`src/rtl/core/rtb_pkg.sv`:
```
// Shared types and constants for the repeating timer bank.
package rtb_pkg;

    localparam int unsigned MAX_RESULTS = 8;
    localparam int unsigned NRES_W      = 4;
    localparam logic [15:0] REPEAT_FOREVER = 16'hFFFF;

    localparam logic KIND_ADD  = 1'b0;
    localparam logic KIND_TICK = 1'b1;

    typedef enum logic [1:0] {
        RES_ADDED = 2'd0,
        RES_FULL  = 2'd1,
        RES_TICK  = 2'd2,
        RES_EMIT  = 2'd3
    } rtb_res_t;

    typedef enum logic [1:0] {
        ST_IDLE,
        ST_ADD,
        ST_SCAN,
        ST_EXEC
    } rtb_state_t;

    typedef struct packed {
        logic [15:0] repeats;
        logic [15:0] period;
        logic [15:0] count;
    } rtb_entry_t;

endpackage

```
`src/rtl/core/repeating_timer_bank_core.sv`:
```
// Top level of the repeating timer bank: sequencer, slot flags and result register.
//
//  channel | dir | fields (low bit up)                         | side info
//  s_axis  | in  | tdata: period[15:0], repeat_count[31:16]    | tuser: kind
//  m_axis  | out | tdata: slot[2:0], count[18:3], zero pad     | tuser: result_kind, tlast: last
//
// An add is accepted in IDLE and claims its slot in ADD. A tick is accepted in IDLE and
// then walks every slot in SCAN; each running slot also passes through EXEC, its store
// entry being read in SCAN and updated in EXEC through the store's write port. A full
// result register holds an add, and holds the walk at a running slot unless MAX_RESULTS
// results have already been issued for this tick.
// Reset clears the active and paused flags at once; store entries are written by add.
module repeating_timer_bank_core
    import rtb_pkg::*;
#(
    parameter int SLOT_COUNT = 8
)
(
    input  logic        clk,
    input  logic        rst_n,
    input  logic        s_tvalid,
    output logic        s_tready,
    input  logic [31:0] s_tdata,   // period[15:0], repeat_count[31:16]
    input  logic        s_tuser,   // kind
    output logic        m_tvalid,
    input  logic        m_tready,
    output logic [23:0] m_tdata,   // slot[2:0], count[18:3], zeros[23:19]
    output logic [1:0]  m_tuser,   // result_kind
    output logic        m_tlast
);

    localparam int IW = (SLOT_COUNT > 1) ? $clog2(SLOT_COUNT) : 1;
    localparam int SW = (IW > 3) ? IW : 3;

    rtb_state_t             state_reg, state_next;
    logic [IW-1:0]          idx_reg, idx_next;
    logic [NRES_W-1:0]      nres_reg, nres_next;
    logic [15:0]            per_reg, per_next;
    logic [15:0]            rep_reg, rep_next;
    logic [SLOT_COUNT-1:0]  active_reg, active_next;
    logic [SLOT_COUNT-1:0]  paused_reg, paused_next;

    logic                   m_valid_reg, m_valid_next;
    rtb_res_t               m_kind_reg, m_kind_next;
    logic [2:0]             m_slot_reg, m_slot_next;
    logic [15:0]            m_count_reg, m_count_next;
    logic                   m_last_reg, m_last_next;

    logic                   wr_en;
    logic [IW-1:0]          wr_addr;
    rtb_entry_t             wr_data;
    rtb_entry_t             rd_data;

    logic                   can_load;
    logic                   capped;
    logic                   idx_last;
    logic [SLOT_COUNT-1:0]  elig;
    logic                   any_later;
    logic                   any_free;
    logic [IW-1:0]          free_idx;
    logic [SW-1:0]          idx_ext;
    logic [SW-1:0]          free_ext;
    logic                   exec_go;

    rtb_store #(
        .DEPTH (SLOT_COUNT),
        .AW    (IW)
    ) u_store (
        .clk     (clk),
        .wr_en   (wr_en),
        .wr_addr (wr_addr),
        .wr_data (wr_data),
        .rd_addr (idx_reg),
        .rd_data (rd_data)
    );

    assign can_load = !m_valid_reg || m_tready;
    assign capped   = (nres_reg == NRES_W'(MAX_RESULTS));
    assign idx_last = (idx_reg == IW'(SLOT_COUNT - 1));
    assign elig     = active_reg & ~paused_reg;
    assign exec_go  = can_load || capped;
    assign idx_ext  = SW'(idx_reg);
    assign free_ext = SW'(free_idx);

    // Later slots keep their flags during the walk, so they tell whether more results follow.
    always_comb
    begin
        any_later = 1'b0;
        for (int j = 0; j < SLOT_COUNT; j++)
        begin
            if ((IW'(j) > idx_reg) && elig[j])
            begin
                any_later = 1'b1;
            end
        end
    end

    // Lowest inactive slot.
    always_comb
    begin
        any_free = 1'b0;
        free_idx = '0;
        for (int j = SLOT_COUNT - 1; j >= 0; j--)
        begin
            if (!active_reg[j])
            begin
                any_free = 1'b1;
                free_idx = IW'(j);
            end
        end
    end

    always_comb
    begin
        state_next = state_reg;
        case (state_reg)
            ST_IDLE:
            begin
                if (s_tvalid)
                begin
                    state_next = (s_tuser == KIND_ADD) ? ST_ADD : ST_SCAN;
                end
            end
            ST_ADD:
            begin
                if (can_load)
                begin
                    state_next = ST_IDLE;
                end
            end
            ST_SCAN:
            begin
                if (elig[idx_reg])
                begin
                    state_next = ST_EXEC;
                end
                else if (idx_last)
                begin
                    state_next = ST_IDLE;
                end
            end
            ST_EXEC:
            begin
                if (exec_go)
                begin
                    state_next = idx_last ? ST_IDLE : ST_SCAN;
                end
            end
            default:
            begin
                state_next = ST_IDLE;
            end
        endcase
    end

    always_comb
    begin
        idx_next     = idx_reg;
        nres_next    = nres_reg;
        per_next     = per_reg;
        rep_next     = rep_reg;
        active_next  = active_reg;
        paused_next  = paused_reg;
        m_valid_next = m_valid_reg && !m_tready;
        m_kind_next  = m_kind_reg;
        m_slot_next  = m_slot_reg;
        m_count_next = m_count_reg;
        m_last_next  = m_last_reg;
        wr_en        = 1'b0;
        wr_addr      = idx_reg;
        wr_data      = rd_data;
        s_tready     = 1'b0;
        case (state_reg)
            ST_IDLE:
            begin
                s_tready = 1'b1;
                if (s_tvalid)
                begin
                    per_next  = s_tdata[15:0];
                    rep_next  = s_tdata[31:16];
                    idx_next  = '0;
                    nres_next = '0;
                end
            end
            ST_ADD:
            begin
                if (can_load)
                begin
                    m_valid_next = 1'b1;
                    m_last_next  = 1'b1;
                    m_count_next = '0;
                    if (any_free)
                    begin
                        m_kind_next           = RES_ADDED;
                        m_slot_next           = free_ext[2:0];
                        wr_en                 = 1'b1;
                        wr_addr               = free_idx;
                        wr_data.count         = '0;
                        wr_data.period        = per_reg;
                        wr_data.repeats       = rep_reg;
                        active_next[free_idx] = 1'b1;
                        paused_next[free_idx] = 1'b0;
                    end
                    else
                    begin
                        m_kind_next = RES_FULL;
                        m_slot_next = '0;
                    end
                end
            end
            ST_SCAN:
            begin
                if (!elig[idx_reg] && !idx_last)
                begin
                    idx_next = idx_reg + IW'(1);
                end
            end
            ST_EXEC:
            begin
                if (exec_go)
                begin
                    wr_en = 1'b1;
                    if (rd_data.count < rd_data.period)
                    begin
                        wr_data.count = rd_data.count + 16'd1;
                        m_kind_next   = RES_TICK;
                    end
                    else
                    begin
                        m_kind_next = RES_EMIT;
                        if (rd_data.repeats != 16'd0)
                        begin
                            wr_data.count = '0;
                            if (rd_data.repeats != REPEAT_FOREVER)
                            begin
                                wr_data.repeats = rd_data.repeats - 16'd1;
                            end
                        end
                        else
                        begin
                            paused_next[idx_reg] = 1'b1;
                        end
                    end
                    if (!capped)
                    begin
                        m_valid_next = 1'b1;
                        m_slot_next  = idx_ext[2:0];
                        m_count_next = wr_data.count;
                        m_last_next  = !any_later
                                       || (nres_reg == NRES_W'(MAX_RESULTS - 1));
                        nres_next    = nres_reg + NRES_W'(1);
                    end
                    else
                    begin
                        m_kind_next = m_kind_reg;
                    end
                    if (!idx_last)
                    begin
                        idx_next = idx_reg + IW'(1);
                    end
                end
            end
            default:
            begin
                s_tready = 1'b0;
            end
        endcase
    end

    always_ff @(posedge clk or negedge rst_n)
    begin
        if (!rst_n)
        begin
            state_reg   <= ST_IDLE;
            idx_reg     <= '0;
            nres_reg    <= '0;
            active_reg  <= '0;
            paused_reg  <= '0;
            m_valid_reg <= 1'b0;
        end
        else
        begin
            state_reg   <= state_next;
            idx_reg     <= idx_next;
            nres_reg    <= nres_next;
            active_reg  <= active_next;
            paused_reg  <= paused_next;
            m_valid_reg <= m_valid_next;
        end
    end

    always_ff @(posedge clk)
    begin
        per_reg     <= per_next;
        rep_reg     <= rep_next;
        m_kind_reg  <= m_kind_next;
        m_slot_reg  <= m_slot_next;
        m_count_reg <= m_count_next;
        m_last_reg  <= m_last_next;
    end

    assign m_tvalid = m_valid_reg;
    assign m_tuser  = m_kind_reg;
    assign m_tlast  = m_last_reg;
    assign m_tdata  = {5'd0, m_count_reg, m_slot_reg};

endmodule

```
`src/rtl/core/rtb_store.sv`:
```
// Slot store: count, period and repeats per slot, one write and one registered read.
module rtb_store
    import rtb_pkg::*;
#(
    parameter int DEPTH = 8,
    parameter int AW    = 3
)
(
    input  logic              clk,
    input  logic              wr_en,
    input  logic [AW-1:0]     wr_addr,
    input  rtb_entry_t        wr_data,
    input  logic [AW-1:0]     rd_addr,
    output rtb_entry_t        rd_data
);

    rtb_entry_t mem [DEPTH];
    rtb_entry_t rd_data_reg;

    always_ff @(posedge clk)
    begin
        if (wr_en)
        begin
            mem[wr_addr] <= wr_data;
        end
        rd_data_reg <= mem[rd_addr];
    end

    assign rd_data = rd_data_reg;

endmodule

```
`config.mk`:
```
export PLATFORM = sky130hd
export DESIGN_NAME = repeating_timer_bank_core
export DESIGN_NICKNAME = d
export VERILOG_FILES = /design/src/rtl/core/rtb_pkg.sv /design/src/rtl/core/repeating_timer_bank_core.sv /design/src/rtl/core/rtb_store.sv
export SDC_FILE = /design/constraint.sdc
export NUM_CORES = 1
export LEC_CHECK = 0
export ABC_AREA = 1
export BUFFER_PORTS_ARGS = -buffer_cell sky130_fd_sc_hd__clkbuf_2
export CAP_MARGIN = 25
export CORE_MARGIN = 1
export CORE_UTILIZATION = 50
export CTS_CLUSTER_SIZE = 20
export DETAILED_ROUTE_END_ITERATION = 6
export GPL_TIMING_DRIVEN = 0
export PLACE_DENSITY = 0.66
export SLEW_MARGIN = 20
export SYNTH_ARGS = -nofsm -noshare
export SYNTH_HDL_FRONTEND = slang
export SYNTH_SLANG_ARGS = --single-unit
export TNS_END_PERCENT = 50
```
`constraint.sdc`:
```
create_clock -name clk -period 10.8 [get_ports clk]
set_clock_uncertainty 0.15 [all_clocks]
set_input_delay 2.16 -clock clk [delete_from_list [all_inputs] [get_ports clk]]
set_output_delay 2.16 -clock clk [all_outputs]
set_load 0.005 [all_outputs]
```
==> summary.md <==
| Metric | Value |
|---|---|
| Post-Syn Area | 20400 sq um |
| Register area | 14800 sq um |
| Area leader, netlist | edfxtp_1 |
| Outcome | complete, but fails checks |
| Vias in the first global route | 13100 |
| CP Depth | 10 |
| Largest net degree at the start of global routing | 27 |
| Power density over cell area | 300 nW/um^2 |
| Worst endpoint required time | 10950 ps |
| Grt ovf | 0 |
| Gpl congestion | 0.955 |
| Final Cycle Share | 46.2% |
| Die area | 41600 sq um |
| CP peak stage delay | 770 ps |
| Fill cells | 3103 |
| Crit path from | m_tready |
| Inserted Clock Buffers | 52 |
| Failing checks | design-rule violations |
| DRT antenna net count | 0 |
| Leakage | 8.65 nW |
| Max-cap violations | 0 |
| Htree depth | 2 |
| Fin. max-slew vios | 0 |
| Synth top area share | 64.6% |
| F_max | 200 MHz |
| Multi-input logic area | 4950 sq um |
| Ports | 66 |
| Max reg flops | 384 |
| Clock Latency Late Sink | 610 ps |
| Total routed wirelength | 56500 microns |
| Synth async-reset ratio | 5.08% |
| Worst-path clk slew | 60 ps |
| Startpoint types | primary input |
| Worst slew margin relative to its limit | 25.1% |
| Hold Path Origin | u_store.mem[1][18] |
| Post-synth EDFFs | 438 |
| DR vias | 13600 |
| Worst Hold Path Cells | 2 |
| Critical path's top delay family | buffers and inverters |
| CTS max path bufs | 3 |
| Reg2reg path depth | 10 |
| NumNets Final | 1824 |
| Setup TNS | 0 ps |
| Library cells used by synthesis | 44 |
| Yosys reg bits | 512 |
| Final min period | 4990 ps |
| Synth top area cells | edfxtp_1, nand2_1, dfxtp_1 |
| CP Buf/Inv Count | 5 |
| Die Ht | 204 microns |
| Hold_ws | 309 ps |
| Synthesized area per cell | 12.6 sq um |
| Area Growth Syn to Fin | 15.9% |
| Row cnt | 73 |
| Post-CTS setup buffer count | 0 |
| Post-DR vias/cell | 5.85 |
| Total Routing Usage GR | 27.7% |
| Avg WL per Cell | 24.3 microns |
| Initial DRC count | 1480 |
| Layout cells sized above 1 | 12.0% |
| Die width | 204 microns |
| Main synth FF type | edfxtp_1 |
| Post-Syn Instances | 1622 |
| Final hold viol count | 0 |
| Starting Density | 51.0% |
| Root buf cell | clkbuf_16 |
| Core box area | 39900 sq um |
| Drt pass-1 iters | 7 |
| CP max-delay cell | o21ai_1 |
| Initial antenna violation count | 0 |
| Hold Crit Class | flop to flop |
| Worst vdd ir | 0.000156 V |
| Cts repair resizes | 0 |
| Most numerous cell in the Yosys netlist | edfxtp_1 |
| # setup viols final | 0 |
| N_diodes | 0 |
| CP Capture Type | flop |
| Setup CP Type | primary input to flop |
| Clock tree from TritonCTS | done |
| RSZ-0062 raised after global routing | false |
| # DRC | 3 |
| Dpl hpwl | 38000 microns |
| Top post-synthesis cells by count | edfxtp_1, nand2_1, inv_1 |
| Yosys warns | 0 |
| First-pass GRT wire length | 82700 microns |
| Crit path max fanout | 19 |
| Hold Buf Count CTS | 0 |
| Clk sinks | 512 |
| Worst-path cell chain | clkbuf_2, nor2_2, nor2_2, inv_2, nor2_8, o21ai_1, inv_1, nor2_4, buf_12, buf_16 |
| Post-synthesis sequential area ratio | 72.5% |
| PortBufs | 60 |
| Critical Path AT | 5140 ps |
| CP dominant cell by count | nor2_2 |
| R2r startpoint | active_reg[5] |
| Worst Tran Pin Value | 1120 ps |
==> cells by family after synthesis <==
family | after synthesis | synth area share, %
AO/OA/AOI/OAI | 261 | 8.63
adder cells (fa/ha/maj) | 23 | 1.41
flip-flops | 512 | 72.5
XOR/XNOR | 15 | 0.645
AND/OR/NAND/NOR | 624 | 13.1
buffers and inverters | 186 | 3.68
other | 1 | 0.0184
==> through the flow <==
step	cells	setup WS (ps)	util (%)	instance area (sq um)	power (W)
final	2329	5810	59.2	23600	0.00709
after global routing	2329	5730	59.2	23600	0.00740
after CTS	2327	5910	59.1	23600	0.00706
after detailed placement	2233	5330	55.0	22000	0.00535
after global placement	2211	2420	53.5	21300	0.00523
after floorplan	1626	5140	-	20400	0.00440
==> where the power goes <==
group	internal (W)	total, W	switching (W)
Clock	0.000965	0.00172	0.000760
Combinational	0.000604	0.00225	0.00165
Sequential	0.00290	0.00311	0.000208
Total	0.00447	0.00709	0.00261
==> routing by layer <==
| metal | part of all wire [%] | vias up | GRT usage, % |
|---|---|---|---|
| li1 | - | 6184 | - |
| met2 | 48 | 642 | 45.5 |
| met4 | 2.8 | 0 | 9.13 |
| met5 | 0 | - | 0 |
| met1 | 41 | 6670 | 37.5 |
| met3 | 8.1 | 118 | 4.64 |
==> tightest hold or removal path, stage by stage (launching register included) <==
cell and delay [ps]:
edfxtp_1 320, nand2_1 50, nand4_1 70
==> final timing paths <==
path / end / slack [ps]
max: u_store.mem[6][40] / 5810
min in group asynchronous: paused_reg[1] / 1450
max reg2reg: u_store.mem[6][40] / 6900
max in group asynchronous: active_reg[0] / 8590
min reg2reg: u_store.rd_data[18] / 310
min: u_store.rd_data[18] / 310
==> cell usage in the layout, fill, tap and decap left out, drive strengths merged, types with 41 or more instances in the layout <==
master	count
inv	119
nand4	62
nor2	78
o21ai	86
a22oi	58
dfxtp	48
nand3	69
clkbuf	170
buf	53
nand2	387
a221oi	41
edfxtp	438
==> area by class of cell <==
cell class	count	share of cell area, %
sequential	512	62.5
multi-input combinational	928	21.0
clock buffer	70	5.92
timing repair buffer	84	3.69
tap	525	2.78
inverter	117	1.88
buffer	69	1.30
clock inverter	24	0.948
No activity file was read; power rests on OpenSTA's default activity.
